<file path="src/bfc_pkg.sv">
// ----------------------------------------------------------------------------
// bfc_pkg
// Shared types and opcode constants for the branch flow classifier.
// ----------------------------------------------------------------------------
`default_nettype none

package bfc_pkg;

    // Flow class codes
    typedef enum logic [2:0] {
        FK_NORMAL  = 3'd0,
        FK_HALT    = 3'd1,
        FK_JUMP    = 3'd2,
        FK_CALL    = 3'd3,
        FK_RETURN  = 3'd4,
        FK_RESTART = 3'd5
    } t_flow_class;

    // Branch condition codes
    typedef enum logic [3:0] {
        BC_NONE = 4'd0,
        BC_NZ   = 4'd1,
        BC_Z    = 4'd2,
        BC_NC   = 4'd3,
        BC_C    = 4'd4,
        BC_PO   = 4'd5,
        BC_PE   = 4'd6,
        BC_P    = 4'd7,
        BC_M    = 4'd8,
        BC_DJNZ = 4'd9
    } t_branch_cond;

    // Opcodes and decode masks
    localparam logic [7:0] OP_DJNZ     = 8'h10;
    localparam logic [7:0] OP_JR       = 8'h18;
    localparam logic [7:0] OP_JR_NZ    = 8'h20;
    localparam logic [7:0] OP_JR_Z     = 8'h28;
    localparam logic [7:0] OP_JR_NC    = 8'h30;
    localparam logic [7:0] OP_JR_C     = 8'h38;
    localparam logic [7:0] OP_JP       = 8'hC3;
    localparam logic [7:0] OP_CALL     = 8'hCD;
    localparam logic [7:0] OP_RET      = 8'hC9;
    localparam logic [7:0] OP_HALT     = 8'h76;
    localparam logic [7:0] OP_JP_IND   = 8'hE9;
    localparam logic [7:0] OP_PFX_IX   = 8'hDD;
    localparam logic [7:0] OP_PFX_IY   = 8'hFD;
    localparam logic [7:0] OP_PFX_ED   = 8'hED;
    localparam logic [7:0] OP_RETN     = 8'h45;
    localparam logic [7:0] OP_RETI     = 8'h4D;
    localparam logic [7:0] CC_MASK     = 8'hC7;
    localparam logic [7:0] CC_JP       = 8'hC2;
    localparam logic [7:0] CC_CALL     = 8'hC4;
    localparam logic [7:0] CC_RET      = 8'hC0;
    localparam logic [7:0] CC_RST      = 8'hC7;
    localparam logic [7:0] RST_VEC     = 8'h38;

    // One instruction request
    typedef struct packed {
        logic [15:0] instr_addr;
        logic [2:0]  instr_length;
        logic [7:0]  opcode_byte;
        logic [7:0]  second_byte;
        logic [7:0]  third_byte;
        logic        hl_known;
        logic [15:0] hl_value;
        logic        ix_known;
        logic [15:0] ix_value;
        logic        iy_known;
        logic [15:0] iy_value;
    } t_bfc_req;

    // One classification result
    typedef struct packed {
        t_flow_class  flow_class;
        t_branch_cond branch_cond;
        logic [15:0]  fallthrough_addr;
        logic [15:0]  target_addr;
        logic         target_valid;
    } t_bfc_rsp;

endpackage

`default_nettype wire

</file>
<file path="src/bfc_if.sv">
// ----------------------------------------------------------------------------
// bfc_if
// Valid/ready channels for instruction requests and classification results.
// ----------------------------------------------------------------------------
`default_nettype none

interface bfc_req_if;
    logic              valid;
    logic              ready;
    bfc_pkg::t_bfc_req payload;

    modport source (output valid, output payload, input ready);
    modport sink   (input valid, input payload, output ready);
endinterface

interface bfc_rsp_if;
    logic              valid;
    logic              ready;
    bfc_pkg::t_bfc_rsp payload;

    modport source (output valid, output payload, input ready);
    modport sink   (input valid, input payload, output ready);
endinterface

`default_nettype wire

</file>
<file path="src/branch_flow_classifier_unit.sv">
// ----------------------------------------------------------------------------
// branch_flow_classifier_unit
// Control-flow classifier for one decoded Z80 instruction per request.
// ----------------------------------------------------------------------------
// The unit takes one instruction request per cycle and returns its flow kind,
// branch condition, fall-through address and branch target: on acceptance the
// request is captured in an input register, then decoded by a short
// combinational classifier and captured in a result register. Both
// stages advance independently, so a new request is taken every cycle while
// the result side is draining; a stalled result holds the pipeline only once
// both stages are full. Sustained rate is one request per clock while results are taken.
`default_nettype none

module branch_flow_classifier_unit (
    input  var logic  i_clk,
    input  var logic  i_rst_n,
    bfc_req_if.sink   i_in,
    bfc_rsp_if.source o_out
);

    logic              r_s1_valid;
    bfc_pkg::t_bfc_req r_s1_req;
    logic              r_out_valid;
    bfc_pkg::t_bfc_rsp r_out_rsp;
    bfc_pkg::t_bfc_rsp n_out_rsp;
    logic              s1_ready;
    logic              s2_ready;

    // Stage ready chain
    assign s2_ready   = !r_out_valid || o_out.ready;
    assign s1_ready   = !r_s1_valid || s2_ready;
    assign i_in.ready = s1_ready;

    // Input register
    always_ff @(posedge i_clk) begin
        if (!i_rst_n) begin
            r_s1_valid <= 1'b0;
        end else if (s1_ready) begin
            r_s1_valid <= i_in.valid;
        end
    end

    always_ff @(posedge i_clk) begin
        if (s1_ready && i_in.valid) begin
            r_s1_req <= i_in.payload;
        end
    end

    // Classifier
    bfc_decode u_decode (
        .i_req (r_s1_req),
        .o_rsp (n_out_rsp)
    );

    // Result register
    always_ff @(posedge i_clk) begin
        if (!i_rst_n) begin
            r_out_valid <= 1'b0;
        end else if (s2_ready) begin
            r_out_valid <= r_s1_valid;
        end
    end

    always_ff @(posedge i_clk) begin
        if (s2_ready && r_s1_valid) begin
            r_out_rsp <= n_out_rsp;
        end
    end

    assign o_out.valid   = r_out_valid;
    assign o_out.payload = r_out_rsp;

    // Checks
    a_s1_hold: assert property (@(posedge i_clk) disable iff (!i_rst_n)
        (r_s1_valid && !s2_ready) |=> r_s1_valid)
        else $error("input stage dropped a blocked request");

    a_s1_load: assert property (@(posedge i_clk) disable iff (!i_rst_n)
        (i_in.valid && i_in.ready) |=> r_s1_valid)
        else $error("accepted request did not reach input stage");

    a_no_target_zero: assert property (@(posedge i_clk) disable iff (!i_rst_n)
        (o_out.valid && !o_out.payload.target_valid) |->
            (o_out.payload.target_addr == 16'd0))
        else $error("target address nonzero without valid target");

    a_target_kind: assert property (@(posedge i_clk) disable iff (!i_rst_n)
        (o_out.valid && o_out.payload.target_valid) |->
            (o_out.payload.flow_class == bfc_pkg::FK_JUMP ||
             o_out.payload.flow_class == bfc_pkg::FK_CALL ||
             o_out.payload.flow_class == bfc_pkg::FK_RESTART))
        else $error("target reported for a flow kind without one");

    a_djnz_jump: assert property (@(posedge i_clk) disable iff (!i_rst_n)
        (o_out.valid && o_out.payload.branch_cond == bfc_pkg::BC_DJNZ) |->
            (o_out.payload.flow_class == bfc_pkg::FK_JUMP))
        else $error("djnz condition on a non-jump");

endmodule

`default_nettype wire

</file>
<file path="src/bfc_decode.sv">
// ----------------------------------------------------------------------------
// bfc_decode
// Combinational control-flow decode of one registered instruction request.
// ----------------------------------------------------------------------------
`default_nettype none

module bfc_decode (
    input  var bfc_pkg::t_bfc_req i_req,
    output var bfc_pkg::t_bfc_rsp o_rsp
);

    logic [7:0]  op;
    logic [7:0]  b1;
    logic [15:0] fall;
    logic [15:0] rel;
    logic [15:0] absv;
    logic [3:0]  cc_full;
    logic [3:0]  cc_short;

    // Address arithmetic, all modulo 2^16
    assign op       = i_req.opcode_byte;
    assign b1       = i_req.second_byte;
    assign fall     = i_req.instr_addr + {13'd0, i_req.instr_length};
    assign rel      = fall + {{8{b1[7]}}, b1};
    assign absv     = {i_req.third_byte, b1};
    assign cc_full  = {1'b0, op[5:3]} + 4'd1;
    assign cc_short = {2'b00, op[4:3]} + 4'd1;

    // Opcode classification, first match wins
    always_comb begin
        o_rsp                  = '0;
        o_rsp.flow_class       = bfc_pkg::FK_NORMAL;
        o_rsp.branch_cond      = bfc_pkg::BC_NONE;
        o_rsp.fallthrough_addr = fall;
        o_rsp.target_addr      = '0;
        o_rsp.target_valid     = 1'b0;
        if (op == bfc_pkg::OP_DJNZ) begin
            o_rsp.flow_class   = bfc_pkg::FK_JUMP;
            o_rsp.branch_cond  = bfc_pkg::BC_DJNZ;
            o_rsp.target_addr  = rel;
            o_rsp.target_valid = 1'b1;
        end else if (op == bfc_pkg::OP_JR) begin
            o_rsp.flow_class   = bfc_pkg::FK_JUMP;
            o_rsp.target_addr  = rel;
            o_rsp.target_valid = 1'b1;
        end else if (op == bfc_pkg::OP_JR_NZ || op == bfc_pkg::OP_JR_Z ||
                     op == bfc_pkg::OP_JR_NC || op == bfc_pkg::OP_JR_C) begin
            o_rsp.flow_class   = bfc_pkg::FK_JUMP;
            o_rsp.branch_cond  = bfc_pkg::t_branch_cond'(cc_short);
            o_rsp.target_addr  = rel;
            o_rsp.target_valid = 1'b1;
        end else if (op == bfc_pkg::OP_JP) begin
            o_rsp.flow_class   = bfc_pkg::FK_JUMP;
            o_rsp.target_addr  = absv;
            o_rsp.target_valid = 1'b1;
        end else if ((op & bfc_pkg::CC_MASK) == bfc_pkg::CC_JP) begin
            o_rsp.flow_class   = bfc_pkg::FK_JUMP;
            o_rsp.branch_cond  = bfc_pkg::t_branch_cond'(cc_full);
            o_rsp.target_addr  = absv;
            o_rsp.target_valid = 1'b1;
        end else if (op == bfc_pkg::OP_CALL) begin
            o_rsp.flow_class   = bfc_pkg::FK_CALL;
            o_rsp.target_addr  = absv;
            o_rsp.target_valid = 1'b1;
        end else if ((op & bfc_pkg::CC_MASK) == bfc_pkg::CC_CALL) begin
            o_rsp.flow_class   = bfc_pkg::FK_CALL;
            o_rsp.branch_cond  = bfc_pkg::t_branch_cond'(cc_full);
            o_rsp.target_addr  = absv;
            o_rsp.target_valid = 1'b1;
        end else if ((op & bfc_pkg::CC_MASK) == bfc_pkg::CC_RET) begin
            o_rsp.flow_class   = bfc_pkg::FK_RETURN;
            o_rsp.branch_cond  = bfc_pkg::t_branch_cond'(cc_full);
        end else if (op == bfc_pkg::OP_RET) begin
            o_rsp.flow_class   = bfc_pkg::FK_RETURN;
        end else if (op == bfc_pkg::OP_HALT) begin
            o_rsp.flow_class   = bfc_pkg::FK_HALT;
        end else if ((op & bfc_pkg::CC_MASK) == bfc_pkg::CC_RST) begin
            o_rsp.flow_class   = bfc_pkg::FK_RESTART;
            o_rsp.target_addr  = {8'd0, op & bfc_pkg::RST_VEC};
            o_rsp.target_valid = 1'b1;
        end else if (op == bfc_pkg::OP_JP_IND) begin
            // JP (HL): target only when HL is known
            o_rsp.flow_class   = bfc_pkg::FK_JUMP;
            o_rsp.target_valid = i_req.hl_known;
            o_rsp.target_addr  = i_req.hl_known ? i_req.hl_value : 16'd0;
        end else if (op == bfc_pkg::OP_PFX_IX) begin
            if (b1 == bfc_pkg::OP_JP_IND) begin
                o_rsp.flow_class   = bfc_pkg::FK_JUMP;
                o_rsp.target_valid = i_req.ix_known;
                o_rsp.target_addr  = i_req.ix_known ? i_req.ix_value : 16'd0;
            end
        end else if (op == bfc_pkg::OP_PFX_IY) begin
            if (b1 == bfc_pkg::OP_JP_IND) begin
                o_rsp.flow_class   = bfc_pkg::FK_JUMP;
                o_rsp.target_valid = i_req.iy_known;
                o_rsp.target_addr  = i_req.iy_known ? i_req.iy_value : 16'd0;
            end
        end else if (op == bfc_pkg::OP_PFX_ED) begin
            // RETN / RETI
            if (b1 == bfc_pkg::OP_RETN || b1 == bfc_pkg::OP_RETI) begin
                o_rsp.flow_class = bfc_pkg::FK_RETURN;
            end
        end
    end

endmodule

`default_nettype wire

</file>
<file path="src/flat_wrapper.sv">
// flat-port wrapper written by rule: the top's interface ports become plain ports
module branch_flow_classifier_unit_flat 
  (i_clk, i_rst_n, i_in_valid, i_in_payload, i_in_ready, o_out_valid, o_out_payload, o_out_ready);
  bfc_req_if i_in_i ();
  bfc_rsp_if o_out_i ();
  input  var logic i_clk;
  input  var logic i_rst_n;
  input wire logic [$bits(i_in_i.valid)-1:0] i_in_valid;
  input wire logic [$bits(i_in_i.payload)-1:0] i_in_payload;
  output wire logic [$bits(i_in_i.ready)-1:0] i_in_ready;
  output wire logic [$bits(o_out_i.valid)-1:0] o_out_valid;
  output wire logic [$bits(o_out_i.payload)-1:0] o_out_payload;
  input wire logic [$bits(o_out_i.ready)-1:0] o_out_ready;
  assign i_in_i.valid = i_in_valid;
  assign i_in_i.payload = i_in_payload;
  assign i_in_ready = i_in_i.ready;
  assign o_out_valid = o_out_i.valid;
  assign o_out_payload = o_out_i.payload;
  assign o_out_i.ready = o_out_ready;
  branch_flow_classifier_unit u_core (.i_clk(i_clk), .i_rst_n(i_rst_n), .i_in(i_in_i), .o_out(o_out_i));
endmodule
</file>
<file path="config.mk">
export PLATFORM = sky130hd
export DESIGN_NAME = branch_flow_classifier_unit_flat
export DESIGN_NICKNAME = d
export VERILOG_FILES = /design/src/bfc_pkg.sv /design/src/bfc_if.sv /design/src/branch_flow_classifier_unit.sv /design/src/bfc_decode.sv /design/src/flat_wrapper.sv
export SDC_FILE = /design/constraint.sdc
export NUM_CORES = 1
export LEC_CHECK = 0
export ABC_AREA = 1
export BUFFER_PORTS_ARGS = -buffer_cell sky130_fd_sc_hd__buf_2
export CORE_MARGIN = 3
export CORE_UTILIZATION = 40
export CTS_CLUSTER_DIAMETER = 80
export DETAILED_ROUTE_END_ITERATION = 10
export PLACE_DENSITY_LB_ADDON = 0.25
export RECOVER_POWER = 100
export SLEW_MARGIN = 10
export SYNTH_ARGS = -nofsm -noshare
export SYNTH_HDL_FRONTEND = slang
export SYNTH_SLANG_ARGS = --single-unit
</file>
<file path="constraint.sdc">
create_clock -name i_clk -period 5.74 [get_ports i_clk]
set_clock_uncertainty 0.1 [all_clocks]
set_input_delay 0 -clock i_clk [delete_from_list [all_inputs] [get_ports i_clk]]
set_output_delay 0 -clock i_clk [all_outputs]
set_load 0.005 [all_outputs]
</file>
==> out/results.txt, run 1 <==
STA puts the critical path data required time at 5480 ps. For this design the ratio of total power to cell area is 287 nW/um2. The share of the core filled with cells in the final layout is 0.570, and the total area of sequential cells is 4060 um2. The run gives 318 as the violation count after the first detailed-routing iteration.

The most common cell in the netlist is sky130_fd_sc_hd__nand2_1. Using the TritonRoute via totals, the vias-per-cell ratio works out to 4.84. Detailed routing inserted a total of 5,091 vias.

Before antenna repair, the detailed router went through 5 iterations. The analysis attributes to cell leakage a power of 3.65 nW. Relative to the synthesized area, the layout overhead comes to 38.0%. During placement, the flow inserted port buffers numbering 139.

The via count of the first global-routing pass is 5,294, and the slew at the pin closest to its max-slew limit is 2080 ps. Summing internal, switching and leakage power gives 2.51 mW. After routing, the total negative slack on setup checks comes to 0 ps.

The global-route wire length before repair is 27,500 um, and the post-detailed-route count of antenna-violating nets is 0. The run gives -0.384 as the max-slew headroom at the worst pin. The largest buffer count on any clock path came out at 2.

The area fraction of the dominant cell type after synthesis works out to 0.636. The synthesized area per cell was 11.0 um2. Data on the critical path arrives at its endpoint at 3440 ps.

The wire length after detailed routing was 17,100 um; the initial cell density of the core was 0.413. The tree built by TritonCTS fans out to 136 sinks. Yosys attributes the largest share of cell area to sky130_fd_sc_hd__edfxtp_1 (64%), sky130_fd_sc_hd__nand2_1 (8.3%), sky130_fd_sc_hd__ha_1 (4.2%). The number of antenna diodes in the final layout is 0. The clock tree synthesis step divided the H-tree into 4 levels. Summing all multi-input logic gate instances after layout gives 1990 um2. For this run, design rule violations remaining after detail routing come to 0. The run gives 921 as the number of cells in the design after placement. After synthesis, the most frequently instantiated cells are sky130_fd_sc_hd__nand2_1 (140), sky130_fd_sc_hd__edfxtp_1 (134), sky130_fd_sc_hd__nor2_1 (54). The fraction of layout instances using a drive strength above 1 works out to 0.169.

The number of nets produced by synthesis is 696. Across the run, the number of max-cap violations was 3. Final period demand of the worst path: 3700 ps.

The logs give 0 for the warning count from the yosys run and 0 for the buffer count from post-CTS setup fixing. The run gives 0.642 as the portion of the post-synthesis area used by sequential elements. The final reports fail on capacitance limit, slew limit.

By startpoint and endpoint, the worst setup path is classified as register to register. For the count of unique library cells instantiated by Yosys, the log shows 35. STA classifies the critical path endpoint as a register. The fmax was 270 MHz. Of all cell types, the one taking the most synthesized area is sky130_fd_sc_hd__edfxtp_1. The final count of hold timing violations is 0. For this run, the post-layout net count is 949. Dividing the detail-routed wire length by the instance count gives 16.3 um.

The class of the worst hold path was input port to register. The die is 132 um tall. The tools report the count of final setup violators as 0.

The logs give 211 uV for the largest vdd supply drop and 0 for the post-cts gate resize count. The worst hold slack was 180 ps. The die covers 17,400 um2.

The tree is rooted in a sky130_fd_sc_hd__clkbuf_16. The I/O pin count is 140. The run finished, with violations left. The overall global routing resource usage was 0.203; the number of rows created at floorplan was 45. The total of flip-flops plus latches after synthesis is 136, and the number of buffers added by the clock tree synthesis step is 17. Predominant post-synthesis flop cell: sky130_fd_sc_hd__edfxtp_1. The logs give 0.937 for the final estimated routing congestion in global placement and 1,342 for the number of fill cells.

The initial antenna violation count is 0. The later pin in the worst-skew pair is clocked with a latency of 430 ps. Global routing finished with a remaining overflow of 0. After clock tree synthesis, the clock-pin slew on the worst setup and hold paths is 60 ps. The run gives 86 as the count of final max-slew check failures.

Of all nets on the critical path, the largest fanout is 64. Sum of net half-perimeters after detailed placement: 11,500 um. The worst setup path is launched from a register. The floorplan step defined a core boundary enclosing 15,300 um2. The synthesized netlist occupies a cell area of 6330 um2.

The final non-filler cell total is 1,052, and the number of enable flip-flop cells after synthesis is 134. The period utilization is 0.645, and the count of hold buffers inserted by post-cts repair is 99. Entering global routing, the biggest net connects 65 pins.

The width of the die came out at 132 um. Setup repair after global routing left no endpoint under its margin. The number of instances in the synthesized netlist came out at 575. TritonCTS built the clock tree. The fraction of registers with async set/reset came out at 0.
==> sequential cells by signal, summed over array words and instances (netlist names) <==
register / flops
u_core.r_s1_req: 94
u_core.o_out.payload: 40
u_core.o_out.valid: 1
u_core.r_s1_valid: 1
==> worst paths after layout <==
path,from,cells past startpoint,slack [ps],endpoint
min,i_in_payload[21],2,180,u_core.r_s1_req[21]
max,u_core.o_out.valid,4,2040,u_core.r_s1_req[52]
min reg2reg,u_core.r_s1_req[54],2,430,u_core.o_out.payload[12]
max reg2reg,u_core.o_out.valid,4,2040,u_core.r_s1_req[52]
==> per-layer routing <==
layer  vias to the layer above  global-route usage  wire length, um
li1                       2512                   -                -
met1                      2399               0.246             7190
met2                       170               0.362             8930
met3                        10              0.0515              884
met4                         0              0.0554              123
met5                         -                   0                0
==> kinds of logic (layout without fill, tap and decap cells) <==
kind of cell    count (synthesis)  after routing  share of synthesized area
compound gates                 63             63                     0.0542
xor+xnor                       19             19                     0.0263
fa+ha+maj                      23             23                     0.0479
simple gates                  273            273                      0.190
buf+inv                        61            327                     0.0396
flops                         136            136                      0.642
==> power breakdown <==
part	switching, mW	total [mW]	internal (mW)
sequential	0.0285	1.19	1.16
combinational	0.165	0.297	0.132
clock	0.424	1.02	0.597
==> cell usage in the layout (no fill, tap or decap), drive strengths merged <==
master       netlist  final
bufinv             0      1
a211oi             1      1
edfxtp           134    134
inv               55     58
o311ai             1      1
o21ai             14     14
fa                 2      2
nand2            142    142
a21o               1      1
ha                21     21
nand3             47     47
o21bai             2      2
a21boi             1      1
xnor2              3      3
o2111ai            1      1
clkinvlp           0      6
dfxtp              2      2
o211ai             1      1
xor2              16     16
clkbuf             0     57
or2                1      1
nand4             14     14
clkinv             0      4
a21oi             39     39
nor2              58     58
dlygate4sd3        0     99
o21a               2      2
nor3               8      8
buf                6    102
nor4               3      3
==> area by class of cell <==
cell class                      count  share of cell area
Tap cell                          211              0.0302
Clock buffer                       18              0.0492
Sequential cell                   136               0.465
Multi-Input combinational cell    378               0.228
Timing Repair Buffer              240               0.189
Inverter                           55              0.0238
Clock inverter                     14              0.0142
==> critical path: stages, from the launching register on <==
cell	delay (ps)
sky130_fd_sc_hd__dfxtp_1	370
sky130_fd_sc_hd__nand3_1	160
sky130_fd_sc_hd__nand2_1	140
sky130_fd_sc_hd__clkinvlp_2	1120
sky130_fd_sc_hd__clkbuf_2	1180
==> metrics by stage <==
stage | area (um2) | setup slack, ps
after detailed placement | 7270 | 2360
after floorplan | 6330 | 2660
after CTS | 8810 | 2290
after global placement | 7270 | 2320
final | 8730 | 2040
after global routing | 8730 | 1720
Power figures use the tool's default switching activity.
==> run 2, diff against run 1 <==
clock period = 3.05 ns   (was 5.74 ns; I/O delays follow)
==> out/results.txt, run 2 (synthesis gave the netlist of run 1 again) <==
The capture endpoint of the worst hold path was u_core.r_s1_req[39]. The number of H-tree levels is 4 (unchanged). The run gives 7510 um2 (+3.3%) as the instance area after placement.

The run gives 0 (unchanged) as the final count of hold timing violations. Via count: 5,247 (+3.1%). The worst hold slack was 186 ps (+6.13 ps).

The post-detailed-route count of antenna-violating nets was 0 (unchanged). The tools report the net total in the final layout as 985 (+3.8%). DRC violation count after routing: 0 (unchanged). The final period demand of the worst path is 3150 ps (-553 ps), and the number of buffers added by the clock tree synthesis step is 17 (unchanged). Clock network fraction of total power: 0.406 (about the same). The floorplan die area was 17,400 um2 (unchanged). The tools report the critical path required time as 3120 ps (-2360 ps). In this run the critical register-to-register path is captured at u_core.o_out.payload[14]. The clock sink total came out at 136 (unchanged). The sequential power share came out at 0.445 (-0.029). The biggest cell delay along the critical path works out to 380 ps (-800 ps). The kind of end point of the critical path is a register. The total area of sequential cells was 4060 um2 (unchanged); the number of fill cells was 1,260 (-6.1%). Grouping stages by cell kind, the critical path spends the most delay in simple AND/OR/NAND/NOR gates. The flow ran to the end, but the final reports show violations. The period utilization is 1.03 (+0.387). The tools report the violation count after the first detailed-routing iteration as 323 (+1.6%). The fmax came out at 318 MHz (+18%). The critical-path maximum fanout came out at 3 (-95%). The count of cells along the worst register-to-register path was 20 (+16); the largest vdd supply drop was 390 uV (+84%). For the via count of the first global-routing pass, the log shows 5,600 (+5.8%).

Final estimated routing congestion in global placement: 0.894 (-4.6%). The tools report the leftover overflow at the end of global routing as 0 (unchanged). The tools report the relative contribution of combinational cells to total power as 0.149 (+0.030).

TritonCTS built the clock tree. The wire length after detailed routing is 17,300 um (+1.0%), and the final non-filler cell total is 1,086 (+3.2%). The sum of net half-perimeters after detailed placement is 11,400 um (-0.88%), and the cell leakage power is 3.92 nW (+7.3%).

The tools report the arrival time reported for the critical path endpoint as 3220 ps (-220 ps). The pre-CTS worst setup slack came out at -264 ps (-2620 ps). In this run the clock root is driven by a sky130_fd_sc_hd__clkbuf_16. The initial antenna violation count came out at 0 (unchanged).

Multi-input logic area: 2530 um2 (+27%). The tightest min-delay check is of the input port to register type. Clock-pin slew on the worst setup and hold paths: 60 ps (about the same).

The library cell used most frequently in the layout, excluding fill and tap cells, is sky130_fd_sc_hd__edfxtp_1. The average wire per standard cell is 15.9 um (-2.1%). The switching portion of total power came out at 0.241 (-0.00584).

The signal on the critical path passes through ha_2, fa_2, nand2_2, a21oi_2, nand2_2, nor2_4, nand3_4, buf_6, nor2_2, o21ai_1, inv_2, ha_4, nand2_4, buf_4, nor2_4, nand3_2, nand3_1, nand2_1, nor2_2, nor2_1. Top register by number of flip-flops: u_core.r_s1_req. The tools report the power dissipated by switching net loads as 1.21 mW (+96%). The startpoint identified for the worst hold timing path is i_in_payload[39]. The logs give 0 (-100%) for the count of final max-slew check failures and 5 (unchanged) for the number of iterations in the first detailed-routing pass. Start-to-end type of the worst setup path: register to register. The checks that failed: setup timing. The fraction of layout instances using a drive strength above 1 is 0.317 (+0.148). The tools report the latest clock arrival within the worst-skew pair as 420 ps (about the same).

The total of buffers placed on input and output ports was 139 (unchanged). The number of flip-flops in the largest register is 94 (unchanged), and the share of the core filled with cells in the final layout is 0.625 (+0.0550). The tools report the diode insertion count for antenna repair as 0 (unchanged). The power density relative to cell area came out at 525 nW/um2 (+83%). Largest buffer count on any clock path: 2 (unchanged). The run gives 0 (-3) as the max-capacitance violation count.

For the I/O pin count, the log shows 140 (unchanged). The pin count of the biggest net entering global routing is 41 (-37%). The startpoint identified for the worst register-to-register timing path is u_core.r_s1_req[75]. The vertical extent of the die is 132 um (unchanged). The hold-critical path depth works out to 2 (unchanged). The logs give 45 (unchanged) for the number of rows created at floorplan and -97.9 ps (-2140 ps) for the final worst slack.

The routed via count divided by cell count came out at 4.83 (-0.16%). The worst setup path is launched from a register. Internal power consumption: 3.82 mW (+100%). The run gives 0.200 (-0.00331) as the overall global routing resource usage. The largest individual stage delay along the critical path comes from the cell sky130_fd_sc_hd__fa_2. Final non-filler cell area: 9570 um2 (+9.6%). The count of final setup violators was 4 (+4); the max-slew headroom at the worst pin was 0.409 (+0.794).

The area growth from synthesis to final layout was 51.3%. The core footprint was 15,300 um2 (unchanged). Setup repair after global routing could not meet its margin everywhere.

Leaving out fill and tap cells, the most frequent cells in the layout are sky130_fd_sc_hd__edfxtp_1 (134), sky130_fd_sc_hd__nand2_1 (123), sky130_fd_sc_hd__buf_2 (103). Width of the die: 132 um (unchanged). The global-route wire length before repair is 27,400 um (-0.25%), and the initial cell density of the core is 0.413 (unchanged).

For the internal reg-to-reg setup slack, the log shows -100 ps (-2140 ps). The slew at the pin closest to its max-slew limit was 886 ps (-1190 ps). The number of cells in the design after placement is 951 (+3.3%), and the buffers plus inverters on the worst setup path is 3 (+1).
[run 2: changes by cell type in the layout (fill, tap and decap cells not counted), moves of 10 or more]
cell,delta
sky130_fd_sc_hd__a21oi_1,-16
sky130_fd_sc_hd__a21oi_2,+12
sky130_fd_sc_hd__buf_4,+39
sky130_fd_sc_hd__ha_1,-14
sky130_fd_sc_hd__ha_4,+11
sky130_fd_sc_hd__nand2_1,-18
sky130_fd_sc_hd__nand2_2,+15
sky130_fd_sc_hd__nand3_1,-10
sky130_fd_sc_hd__nor2_1,-18
sky130_fd_sc_hd__nor2_2,+11
[run 2: how the worst max path moves through the flow]
stage,from,end,cells after the start
after floorplan,u_core.r_s1_req[75],u_core.o_out.payload[16],22
after global placement,u_core.r_s1_req[75],u_core.o_out.payload[10],17
after detailed placement,u_core.r_s1_req[75],u_core.o_out.payload[14],18
after CTS,u_core.r_s1_req[78],u_core.o_out.payload[14],18
after global routing,u_core.r_s1_req[75],u_core.o_out.payload[14],18
final,u_core.r_s1_req[75],u_core.o_out.payload[14],20
[run 2: metal layers]
layer  vias to the layer above  GRT usage  routed length, um
li1                       2574          -                  -
met1                      2486      0.238               7230
met2                       156      0.356               8960
met3                        31     0.0542                726
met4                         0     0.0583                391
met5                         -          0                  0
[run 2: timing repair]
| action | in CTS | in global routing |
|---|---|---|
| buffers inserted | 7 | 4 |
| pin swaps | 21 | 33 |
| endpoints found under the hold margin | 96 | 0 |
| endpoints found under the setup margin | 9 | 11 |
| gates resized for setup | 36 | 77 |
| hold buffers | 97 | 0 |
[run 2: final cells by class]
type,count,share of cell area
Clock inverter,12,0.0161
Sequential cell,136,0.425
Clock buffer,18,0.0448
Tap cell,211,0.0276
Inverter,55,0.0217
Multi-Input combinational cell,378,0.264
Timing Repair Buffer,276,0.201
[run 2: power groups by stage]
| stage | Sequential [mW] | Combinational [mW] | Clock (mW) |
|---|---|---|---|
| 2_1_floorplan | 2.26 | 0.278 | 0 |
| 3_3_place_gp | 2.27 | 0.519 | 0 |
| 3_5_place_dp | 2.27 | 0.524 | 0 |
| 4_1_cts | 2.23 | 0.664 | 2.07 |
| 5_1_grt | 2.25 | 0.822 | 2.15 |
| 6_report | 2.24 | 0.748 | 2.04 |
[run 2: per-stage QoR]
stage	TNS (ps)	power [mW]
global route	-1380	5.22
CTS	-182	4.97
global placement	-1140	2.78
finish	-257	5.03
floorplan	0	2.54
detailed placement	-1500	2.79
[run 2: worst register-to-register path: cells and delay by family (launching register included)]
family,cells,cell delay [ps]
adders and majority gates,3,900
and+or+nand+nor,12,970
DFF,1,370
buffers and inverters,3,350
AOI/OAI and AO/OA,2,210
